**src/rtl/esc_pkg.sv**
```systemverilog
// shared types and constants of the ejection sequence controller
`default_nettype none
package esc_pkg;

    localparam int unsigned LEVEL_W  = 11;
    localparam int unsigned RISK_W   = 10;
    localparam int unsigned COUNT_W  = 8;
    localparam int unsigned NUM_OUT  = 7;
    localparam int unsigned CIDX_W   = 3;

    // configuration register indexes
    localparam logic [CIDX_W-1:0] REG_TRIGGER_LEVEL = 3'd0;
    localparam logic [CIDX_W-1:0] REG_ALARM_LEVEL   = 3'd1;
    localparam logic [CIDX_W-1:0] REG_TICKS_PER_SEC = 3'd2;
    localparam logic [CIDX_W-1:0] REG_ALARM_HOLD    = 3'd3;
    localparam logic [CIDX_W-1:0] REG_EJECT_SECOND  = 3'd4;
    localparam logic [CIDX_W-1:0] REG_CHUTE_SECOND  = 3'd5;

    // reset values of the configuration registers
    localparam logic [LEVEL_W-1:0] RST_TRIGGER_LEVEL = 11'd819;
    localparam logic [LEVEL_W-1:0] RST_ALARM_LEVEL   = 11'd512;
    localparam logic [COUNT_W-1:0] RST_TICKS_PER_SEC = 8'd20;
    localparam logic [COUNT_W-1:0] RST_ALARM_HOLD    = 8'd10;
    localparam logic [COUNT_W-1:0] RST_EJECT_SECOND  = 8'd5;
    localparam logic [COUNT_W-1:0] RST_CHUTE_SECOND  = 8'd8;

    // bit positions in the output latch vector
    localparam int unsigned OUT_CANOPY = 0;
    localparam int unsigned OUT_SEAT   = 1;
    localparam int unsigned OUT_MASK   = 2;
    localparam int unsigned OUT_ALARM  = 3;
    localparam int unsigned OUT_PILOT  = 4;
    localparam int unsigned OUT_EJECT  = 5;
    localparam int unsigned OUT_STRAP  = 6;

    localparam logic [COUNT_W-1:0] COUNT_MAX = {COUNT_W{1'b1}};

    typedef struct packed {
        logic [LEVEL_W-1:0] trigger_level;
        logic [LEVEL_W-1:0] alarm_level;
        logic [COUNT_W-1:0] ticks_per_second;
        logic [COUNT_W-1:0] alarm_hold_seconds;
        logic [COUNT_W-1:0] eject_second;
        logic [COUNT_W-1:0] chute_second;
    } cfg_t;

    typedef struct packed {
        logic              tick;
        logic              ring_pulled;
        logic              breath_detected;
        logic              restart;
        logic [RISK_W-1:0] risk_sample;
    } item_t;

    typedef struct packed {
        logic [COUNT_W-1:0] tick_prescaler;
        logic [COUNT_W-1:0] sequence_seconds;
        logic               second_pending;
        logic               sequence_active;
        logic               alarm_active;
        logic [COUNT_W-1:0] alarm_seconds;
        logic               breath_watch;
        logic [NUM_OUT-1:0] output_latches;
    } state_t;

    function automatic logic [COUNT_W-1:0] sat_inc(input logic [COUNT_W-1:0] v);
        return (v == COUNT_MAX) ? COUNT_MAX : v + 1'b1;
    endfunction

endpackage
`default_nettype wire

```
**src/rtl/esc_cfg_regs.sv**
```systemverilog
// configuration register file of the ejection sequence controller
`default_nettype none
module esc_cfg_regs (
    input  wire logic                        clk,
    input  wire logic                        rst_n,
    input  wire logic                        cfg_valid,
    input  wire logic [esc_pkg::CIDX_W-1:0]  cfg_index,
    input  wire logic [esc_pkg::LEVEL_W-1:0] cfg_data,
    output logic                             cfg_ready,
    output esc_pkg::cfg_t                    cfg
);
    import esc_pkg::*;

    cfg_t cfg_reg;
    cfg_t cfg_next;

    assign cfg_ready = 1'b1;
    assign cfg       = cfg_reg;

    always_comb
    begin
        cfg_next = cfg_reg;
        if (cfg_valid)
        begin
            case (cfg_index)
                REG_TRIGGER_LEVEL: cfg_next.trigger_level      = cfg_data;
                REG_ALARM_LEVEL:   cfg_next.alarm_level        = cfg_data;
                REG_TICKS_PER_SEC: cfg_next.ticks_per_second   = cfg_data[COUNT_W-1:0];
                REG_ALARM_HOLD:    cfg_next.alarm_hold_seconds = cfg_data[COUNT_W-1:0];
                REG_EJECT_SECOND:  cfg_next.eject_second       = cfg_data[COUNT_W-1:0];
                REG_CHUTE_SECOND:  cfg_next.chute_second       = cfg_data[COUNT_W-1:0];
                default:           cfg_next = cfg_reg;
            endcase
        end
    end

    always_ff @(posedge clk or negedge rst_n)
    begin
        if (!rst_n)
        begin
            cfg_reg.trigger_level      <= RST_TRIGGER_LEVEL;
            cfg_reg.alarm_level        <= RST_ALARM_LEVEL;
            cfg_reg.ticks_per_second   <= RST_TICKS_PER_SEC;
            cfg_reg.alarm_hold_seconds <= RST_ALARM_HOLD;
            cfg_reg.eject_second       <= RST_EJECT_SECOND;
            cfg_reg.chute_second       <= RST_CHUTE_SECOND;
        end
        else
        begin
            cfg_reg <= cfg_next;
        end
    end

endmodule
`default_nettype wire

```
**src/rtl/esc_step.sv**
```systemverilog
// next-state logic for one item of the ejection sequence controller
`default_nettype none
module esc_step (
    input  esc_pkg::item_t  item,
    input  esc_pkg::state_t cur,
    input  esc_pkg::cfg_t   cfg,
    output esc_pkg::state_t nxt
);
    import esc_pkg::*;

    logic risk_trigger;
    logic risk_alarm;

    assign risk_trigger = {1'b0, item.risk_sample} >= cfg.trigger_level;
    assign risk_alarm   = {1'b0, item.risk_sample} >= cfg.alarm_level;

    always_comb
    begin
        nxt = cur;

        // tick first: prescaler marks whole seconds
        if (item.tick)
        begin
            nxt.tick_prescaler = sat_inc(cur.tick_prescaler);
            if (nxt.tick_prescaler >= cfg.ticks_per_second)
            begin
                nxt.tick_prescaler = '0;
                if (cur.sequence_active)
                begin
                    nxt.sequence_seconds = sat_inc(cur.sequence_seconds);
                    nxt.second_pending   = 1'b1;
                end
                if (cur.alarm_active)
                begin
                    nxt.alarm_seconds = sat_inc(cur.alarm_seconds);
                end
            end
        end

        if (item.restart)
        begin
            nxt.output_latches   = '0;
            nxt.sequence_active  = 1'b0;
            nxt.breath_watch     = 1'b0;
            nxt.alarm_active     = 1'b0;
            nxt.sequence_seconds = '0;
            nxt.alarm_seconds    = '0;
        end
        else
        begin
            if (!nxt.sequence_active)
            begin
                if (item.ring_pulled || risk_trigger)
                begin
                    nxt.alarm_active                = 1'b0;
                    nxt.output_latches[OUT_ALARM]   = 1'b0;
                    nxt.sequence_active             = 1'b1;
                    nxt.output_latches[OUT_STRAP]   = 1'b1;
                    nxt.output_latches[OUT_CANOPY]  = 1'b1;
                    nxt.sequence_seconds            = '0;
                    nxt.tick_prescaler              = '0;
                    nxt.second_pending              = 1'b0;
                    nxt.breath_watch                = 1'b0;
                end
                else if (risk_alarm)
                begin
                    if (!nxt.alarm_active)
                    begin
                        nxt.alarm_active              = 1'b1;
                        nxt.output_latches[OUT_ALARM] = 1'b1;
                        nxt.alarm_seconds             = '0;
                        nxt.tick_prescaler            = '0;
                    end
                    else if (nxt.alarm_seconds >= cfg.alarm_hold_seconds)
                    begin
                        nxt.alarm_active               = 1'b0;
                        nxt.output_latches[OUT_ALARM]  = 1'b0;
                        nxt.sequence_active            = 1'b1;
                        nxt.output_latches[OUT_STRAP]  = 1'b1;
                        nxt.output_latches[OUT_CANOPY] = 1'b1;
                        nxt.sequence_seconds           = '0;
                    end
                end
                else if (nxt.alarm_active)
                begin
                    nxt.alarm_active              = 1'b0;
                    nxt.output_latches[OUT_ALARM] = 1'b0;
                    nxt.alarm_seconds             = '0;
                end
            end

            if (nxt.sequence_active && nxt.second_pending)
            begin
                nxt.second_pending = 1'b0;
                if (nxt.sequence_seconds == cfg.eject_second)
                begin
                    nxt.output_latches[OUT_EJECT] = 1'b1;
                end
                if (nxt.sequence_seconds == cfg.chute_second)
                begin
                    nxt.output_latches[OUT_SEAT] = 1'b1;
                    nxt.breath_watch             = 1'b1;
                end
            end

            if (nxt.breath_watch && item.breath_detected)
            begin
                nxt.output_latches[OUT_PILOT] = 1'b1;
                nxt.output_latches[OUT_MASK]  = 1'b1;
                nxt.output_latches[OUT_STRAP] = 1'b0;
                nxt.breath_watch              = 1'b0;
            end
        end
    end

endmodule
`default_nettype wire

```
**src/rtl/ejection_sequence_controller.sv**
```systemverilog
// top level of the ejection sequence controller: item register, state, result register
//
//  channel   direction  handshake                  payload
//  item      in         item_valid / item_stall    tick, ring_pulled, breath_detected,
//                                                  restart, risk_sample
//  result    out        result_valid / result_stall canopy_release ... strap_tighten
//  cfg       in         cfg_valid / cfg_ready      cfg_index, cfg_data
//
//  one item per cycle sustained while result_stall is low; an item's result passes
//  through the item register, then the result register, computed by the step logic
//  reset clears valid flags, sequence state and the configuration to its defaults
//  a stalled result holds in the result register while the item register still takes
//  one more item; the item channel stalls only when both are full; cfg_ready is always
//  high; the user must change registers only while the block is idle, unenforced
`default_nettype none
module ejection_sequence_controller (
    input  wire logic                        clk,
    input  wire logic                        rst_n,
    // item channel
    input  wire logic                        item_valid,
    output logic                             item_stall,
    input  wire logic                        tick,
    input  wire logic                        ring_pulled,
    input  wire logic                        breath_detected,
    input  wire logic                        restart,
    input  wire logic [esc_pkg::RISK_W-1:0]  risk_sample,
    // result channel
    output logic                             result_valid,
    input  wire logic                        result_stall,
    output logic                             canopy_release,
    output logic                             seat_chute,
    output logic                             mask_release,
    output logic                             alarm_out,
    output logic                             pilot_chute,
    output logic                             eject_fire,
    output logic                             strap_tighten,
    // configuration write channel
    input  wire logic                        cfg_valid,
    output logic                             cfg_ready,
    input  wire logic [esc_pkg::CIDX_W-1:0]  cfg_index,
    input  wire logic [esc_pkg::LEVEL_W-1:0] cfg_data
);
    import esc_pkg::*;

    cfg_t   cfg;

    // item register
    logic   item_valid_reg;
    logic   item_valid_next;
    item_t  item_reg;

    // sequence state and its next value
    state_t state_reg;
    state_t state_next;

    // result register
    logic               result_valid_reg;
    logic               result_valid_next;
    logic [NUM_OUT-1:0] result_reg;

    logic advance;      // item register moves into the result register
    logic item_take;    // item accepted this edge

    esc_cfg_regs u_cfg (
        .clk       (clk),
        .rst_n     (rst_n),
        .cfg_valid (cfg_valid),
        .cfg_index (cfg_index),
        .cfg_data  (cfg_data),
        .cfg_ready (cfg_ready),
        .cfg       (cfg)
    );

    esc_step u_step (
        .item (item_reg),
        .cur  (state_reg),
        .cfg  (cfg),
        .nxt  (state_next)
    );

    // result slot is free when empty or being taken this cycle
    assign advance    = item_valid_reg && (!result_valid_reg || !result_stall);
    assign item_stall = item_valid_reg && !advance;
    assign item_take  = item_valid && !item_stall;

    always_comb
    begin
        item_valid_next = item_valid_reg;
        if (item_take)
        begin
            item_valid_next = 1'b1;
        end
        else if (advance)
        begin
            item_valid_next = 1'b0;
        end
    end

    always_comb
    begin
        result_valid_next = result_valid_reg;
        if (advance)
        begin
            result_valid_next = 1'b1;
        end
        else if (!result_stall)
        begin
            result_valid_next = 1'b0;
        end
    end

    // control state
    always_ff @(posedge clk or negedge rst_n)
    begin
        if (!rst_n)
        begin
            item_valid_reg   <= 1'b0;
            result_valid_reg <= 1'b0;
            state_reg        <= '0;
        end
        else
        begin
            item_valid_reg   <= item_valid_next;
            result_valid_reg <= result_valid_next;
            if (advance)
            begin
                state_reg <= state_next;
            end
        end
    end

    // payload registers
    always_ff @(posedge clk)
    begin
        if (item_take)
        begin
            item_reg.tick            <= tick;
            item_reg.ring_pulled     <= ring_pulled;
            item_reg.breath_detected <= breath_detected;
            item_reg.restart         <= restart;
            item_reg.risk_sample     <= risk_sample;
        end
        if (advance)
        begin
            result_reg <= state_next.output_latches;
        end
    end

    assign result_valid   = result_valid_reg;
    assign canopy_release = result_reg[OUT_CANOPY];
    assign seat_chute     = result_reg[OUT_SEAT];
    assign mask_release   = result_reg[OUT_MASK];
    assign alarm_out      = result_reg[OUT_ALARM];
    assign pilot_chute    = result_reg[OUT_PILOT];
    assign eject_fire     = result_reg[OUT_EJECT];
    assign strap_tighten  = result_reg[OUT_STRAP];

`ifndef SYNTH
    // a processed restart leaves every drive off
    a_restart_clears: assert property (@(posedge clk) disable iff (!rst_n)
        advance && item_reg.restart |=> result_reg == '0)
        else $error("restart did not clear the drives");

    // the alarm drive always tracks the alarm state
    a_alarm_tracks: assert property (@(posedge clk) disable iff (!rst_n)
        state_reg.output_latches[OUT_ALARM] == state_reg.alarm_active)
        else $error("alarm drive out of step with alarm state");

    // ejection and breath watch only inside an active sequence
    a_eject_in_seq: assert property (@(posedge clk) disable iff (!rst_n)
        state_reg.output_latches[OUT_EJECT] || state_reg.breath_watch
        |-> state_reg.sequence_active)
        else $error("ejection or breath watch outside a sequence");

    // state moves only when an item passes into the result register
    a_state_hold: assert property (@(posedge clk) disable iff (!rst_n)
        !advance |=> $stable(state_reg))
        else $error("state changed without an item");
`endif

endmodule
`default_nettype wire
```
**config.mk**
```make
export PLATFORM = sky130hd
export DESIGN_NAME = ejection_sequence_controller
export DESIGN_NICKNAME = d
export VERILOG_FILES = /design/src/rtl/esc_pkg.sv /design/src/rtl/esc_cfg_regs.sv /design/src/rtl/esc_step.sv /design/src/rtl/ejection_sequence_controller.sv
export SDC_FILE = /design/constraint.sdc
export NUM_CORES = 1
export LEC_CHECK = 0
export CORE_MARGIN = 1
export CORE_UTILIZATION = 40
export CTS_BUF_LIST = sky130_fd_sc_hd__clkbuf_16
export DETAILED_ROUTE_END_ITERATION = 8
export DONT_BUFFER_PORTS = 1
export PLACE_DENSITY = 0.58
export SLEW_MARGIN = 5
export SYNTH_ARGS = -nofsm -noshare
export SYNTH_HDL_FRONTEND = slang
export SYNTH_HIERARCHICAL = 1
export SYNTH_SLANG_ARGS = --single-unit
```
**constraint.sdc**
```tcl
create_clock -name clk -period 6.31 [get_ports clk]
set_input_delay 0.631 -clock clk [delete_from_list [all_inputs] [get_ports clk]]
set_output_delay 0.631 -clock clk [all_outputs]
set_load 0.02 [all_outputs]
```
**Word level (Yosys, flattened, before mapping)**

Index checks and enable logic that the tools add are counted.

- $add $sub $neg: 3
- Order comparisons: 4
- Eq/ne operators: 12
- Multiplexer cells: 61
- Reductions and logical operators: 20

Operator list:

| cell | count |
|---|---|
| 2-to-1 mux 8 bit | 14 |
| 2-to-1 mux 29 bit | 2 |
| 2-to-1 mux 1 bit | 35 |
| 2-to-1 mux 17 bit | 2 |
| 2-to-1 mux 16 bit | 2 |
| adder 8 x 1 -> 8 bit (second input constant) | 3 |
| equality test 8 bit (second input constant) | 3 |
| greater-or-equal comparator 10 x 11 -> 1 bit | 2 |
| 2-to-1 mux 18 bit | 1 |
| 2-to-1 mux 9 bit | 2 |
| equality test 8 bit | 2 |
| greater-or-equal comparator 8 bit | 2 |
| AND reduction 2 bit | 7 |
| equality test 3 x 2 -> 1 bit (second input constant) | 2 |
| equality test 3 bit (second input constant) | 2 |
| 2-to-1 mux 2 bit | 3 |
| logical AND 1 bit | 5 |
| logical NOT 1 bit | 4 |
| equality test 3 x 1 -> 1 bit (second input constant) | 1 |
| logical NOT 3 bit | 1 |
| logical OR 1 bit | 2 |
| inequality test 2 x 1 -> 1 bit (second input constant) | 1 |
| inequality test 2 bit (second input constant) | 1 |
| nonzero test 2 bit | 1 |

- Bits in registers: 112
- Input bits: 33
- Output and inout port bits: 10
- Word-level logic and storage cells: 122

**Longest topological paths before layout**

- Word-level depth: 19
- Mapped depth: 27
- Mapped depth without buffers: 24

**By module**

Netlist, hierarchy kept.

By module, submodules not included:

| module | times used | cells each | area each (µm²) | seq. area each (µm²) |
|---|---|---|---|---|
| esc_step | 1 | 376 | 2524.9 | 0.0 |
| esc_cfg_regs | 1 | 120 | 2185.8 | 1368.8 |
| ejection_sequence_controller | 1 | 103 | 2172.1 | 1556.5 |

**Worst setup path after synthesis**

OpenSTA, ideal clock, no wires.

- Kind: reg-to-reg
- From: register state_reg[27] (netlist bit)
- To: register state_reg[6] (netlist bit)
- Setup time: 125 ps
- Arrival time: 5505 ps
- Required time: 6185 ps
- Setup slack: 680 ps
- Cell stages (with the launch flop): 27
- Path buffers: 2
- Clock period less this slack: 5630 ps
- Cells stage by stage: dfrtp_1 -> ha_1 -> and3_1 -> and3_1 -> nand3_1 -> and2_1 -> ha_1 -> nand2b_4 -> a2111oi_4 -> nor3_1 -> nor2b_1 -> clkbuf_1 -> nor3_1 -> nand3_1 -> mux2_2 -> ha_1 -> and3_1 -> a221o_1 -> a32oi_2 -> o21bai_2 -> a21o_1 -> buf_4 -> nand3_1 -> a2111o_1 -> and4b_1 -> nor3_1 -> mux2_4

RTL lines:

| what | RTL line | text |
|---|---|---|
| start, declared | ejection_sequence_controller.sv:53 | `state_t state_reg;` |
| start signal, assigned | ejection_sequence_controller.sv:127 | `state_reg <= state_next;` |

==> impl_metrics.json <==
{
  "p_per_area_nw_per_um2": 275,
  "core-area_um2": 16700,
  "critPathBufInv": 0,
  "rsz0062_at_grt": "false",
  "synth_cell_type_count": 81,
  "hold_viol": 0,
  "power_frac_comb_pct": 24.7,
  "holdWs_ns": 0.120,
  "cpMaxStageDelayCell": "dfrtp_1",
  "cp-end-kind": "flip-flop",
  "slew_violations": 0,
  "cts_sinks": 112,
  "vias": 4527,
  "layout_commonest_cell": "dfrtp_1",
  "p_sw_w": 0.000604,
  "worst_slew_pin_slew_ns": 1.12,
  "ys_warn_count": 6,
  "power_frac_seq_pct": 47.4,
  "worstSetupStartpointType": "flip-flop",
  "ir_drop_mv": 0.183,
  "total_leakage_power_nw": 3.25,
  "hpwl_um": 10200,
  "wl_per_cell_um": 17.7,
  "syn2layout_area_growth_pct": 6.60,
  "grt_pass1_wl_um": 24200,
  "worstPathCellList": "ha_1, and3_1, and3_1, nand3_1, and2_1, ha_1, nand2b_4, a2111oi_4, nor3_1, nor2b_1, nor3_1, nand3_1, mux2_2, ha_1, and3_1, and3_1, a32oi_2, o21bai_2, a21oi_2, a21oi_1, o32a_1, a2111o_1, o31ai_2, mux2_4",
  "finalWorstPathRequiredPeriod_ns": 5.90,
  "nFillCells": 1597,
  "grt_util_met2_pct": 27.3,
  "critPathMaxStageDelay_ns": 0.42,
  "ant_nets": 0,
  "grt_max_degree": 78,
  "die_y_um": 133,
  "final_util_pct": 43.9,
  "root_buffer": "clkbuf_16",
  "port-buffer-count": 0,
  "cts.reportedPaths.clkPinSlew_ns": 0.08,
  "cts_buffer_depth": 2,
  "multi_input_area_um2": 3610,
  "synth_top_area_share_pct": 28.0,
  "largest_register_ffs": 54,
  "drc": 0,
  "grt_pass1_vias": 4536,
  "final_cell_mix": "77 x dfrtp_1, 47 x mux2_4, 46 x mux2_2",
  "ys_top_cells_by_area": "dfrtp_1 28%, mux2_4 10%, edfxtp_1 9.2%",
  "clk-insertion-delay-late_ns": 0.36,
  "htreeDepth": 3,
  "synth_cells": 599,
  "cap_viol_max_count": 0,
  "cts_tree": "built",
  "pwr-share-clk_pct": 27.8,
  "maxSlewHeadroom_pct": 24.8,
  "drtIter0Drc": 269,
  "ys_seq_area_share_pct": 42.5,
  "ys_async_sr_fraction_pct": 81.3,
  "grt_overflow": 0,
  "drt-vias-per-instance": 5.53,
  "synth.cell_area_um2": 6880,
  "track_usage_pct": 17.5,
  "seq_area_um2": 2930,
  "cts_buffers": 9,
  "grtUsageMet1_pct": 24.6,
  "antenna_cells": 0,
  "grt_busiest_layer": "met2",
  "synth_edf_count": 21,
  "num_rows": 47,
  "dr.pass1.iters": 4,
  "synthesis.nets": 671,
  "dp_slack_ns": 0.353,
  "synth_top_flop_cell": "dfrtp_1",
  "internal_power_w": 0.00142,
  "fp.dieArea_um2": 17700,
  "initial_utilization_pct": 41.2,
  "synth.avg_cell_area_um2": 11.5,
  "layout-drive-gt1-share_pct": 25.7,
  "use_met3_pct": 3.84,
  "ys_ff_latch": 112,
  "worstPathMaxFanout": 8,
  "sw_frac_of_total_pct": 29.9,
  "min_path_type": "in -> async",
  "period_share_pct": 93.4,
  "cp_common_cell": "and3_1",
  "gp_congestion": 0.863,
  "totalWireLength_um": 14500,
  "fin_setup_tns_ns": 0,
  "yosysTopAreaCell": "dfrtp_1",
  "fin_ws_ns": 0.415,
  "io_pins": 43,
  "path_delay_family": "compound AO/OA/AOI/OAI gates",
  "antenna_found_initial": 0,
  "dieWidth_um": 133,
  "status": "finished clean",
  "fmaxAchievable_mhz": 170,
  "crit_type": "reg -> reg",
  "setup_viol": 0,
  "finish.net_count": 666,
  "required_ns": 6.61,
  "crit_arrival_ns": 6.19,
  "clock_skew_ns": 0.00955
}
[metal layers]
metal	vias up	part of all wire [%]
li1	2175	-
met1	2241	49
met2	96	45
met3	15	4.5
met4	0	1.1
met5	-	0
[synth_stat cells (3+ instances only)]
master and number:
a21oi_1 34, xnor2_1 9, nand2b_1 5, o32ai_1 3, nor3b_1 4, a31oi_1 5
nand3_1 20, mux2_2 46, and3_1 12, buf_4 4, nor2_1 36, nand4_1 7
dfrtp_1 77, ha_1 39, nor3_1 4, a21o_1 9, inv_1 44, a22oi_1 9
buf_6 4, edfxtp_1 21, nand4b_1 6, nand2_1 33, and2_1 6, o21ai_0 9
nor2b_1 6, clkbuf_1 6, or2_2 4, and4_1 5, buf_12 4, o22ai_1 3
buf_2 3, mux2_4 47, dfstp_2 14
[what timing repair did]
action / 4_1_cts / 5_1_grt
setup buffers: 0 / 0
hold buffers: 1 / 0
resized for setup: 0 / 3
endpoints found under the hold margin: 77 / 0
setup endpoints to repair: 0 / 9
[cell families after synthesis]
kind of cell / Yosys count / synth area share, %
simple gates: 167 / 14.0
flops: 112 / 42.5
compound gates: 107 / 11.6
mux: 95 / 18.1
buf+inv: 67 / 5.31
fa+ha+maj: 39 / 7.09
xor+xnor: 11 / 1.40
other cells: 1 / 0.0545
[worst reg2reg max path: stages (launching register included)]
cell	delay, ns
dfrtp_1	0.42
ha_1	0.20
and3_1	0.22
and3_1	0.18
nand3_1	0.19
and2_1	0.24
ha_1	0.27
nand2b_4	0.15
a2111oi_4	0.39
nor3_1	0.10
nor2b_1	0.17
nor3_1	0.10
nand3_1	0.11
mux2_2	0.35
ha_1	0.29
and3_1	0.17
and3_1	0.18
a32oi_2	0.12
o21bai_2	0.27
a21oi_2	0.39
a21oi_1	0.08
o32a_1	0.31
a2111o_1	0.39
o31ai_2	0.34
mux2_4	0.21
[stage by stage]
stage | area, um^2 | total power [W] | std cells
finish | 7340 | 0.00202 | 819
global route | 7340 | 0.00215 | 819
CTS | 7330 | 0.00204 | 819
detailed placement | 7010 | 0.00146 | 802
global placement | 7010 | 0.00144 | 802
floorplan | 6880 | 0.00136 | 599
[final timing paths]
| check | start | end | slack [ns] | cells after the start |
|---|---|---|---|---|
| max | state_reg[27] | state_reg[5] | 0.41 | 24 |
| min | rst_n | u_cfg/cfg[28] | 0.12 | 0 |
| max reg2reg | state_reg[27] | state_reg[5] | 0.41 | 24 |
| min reg2reg | item_valid_reg | result_valid | 0.49 | 1 |
| max in group asynchronous | rst_n | u_cfg/cfg[20] | 5.82 | 1 |
| min in group clk | tick | item_reg[13] | 0.36 | 0 |
[power groups by stage]
stage | clock (W) | sequential (W) | combinational [W]
floorplan | 0 | 0.000930 | 0.000431
global placement | 0 | 0.000966 | 0.000475
detailed placement | 0 | 0.000971 | 0.000485
CTS | 0.000584 | 0.000958 | 0.000501
global route | 0.000609 | 0.000977 | 0.000560
finish | 0.000562 | 0.000958 | 0.000499
[layout make-up]
class                      instances  share of cell area (%)
inverter                          45                    2.30
clock inverter                     6                   0.563
tap                              220                    3.75
clock buffer                      10                    3.41
multi-input combinational        420                    49.2
timing repair buffer               6                   0.887
sequential                       112                    39.9
Power figures use the tool's default switching activity.
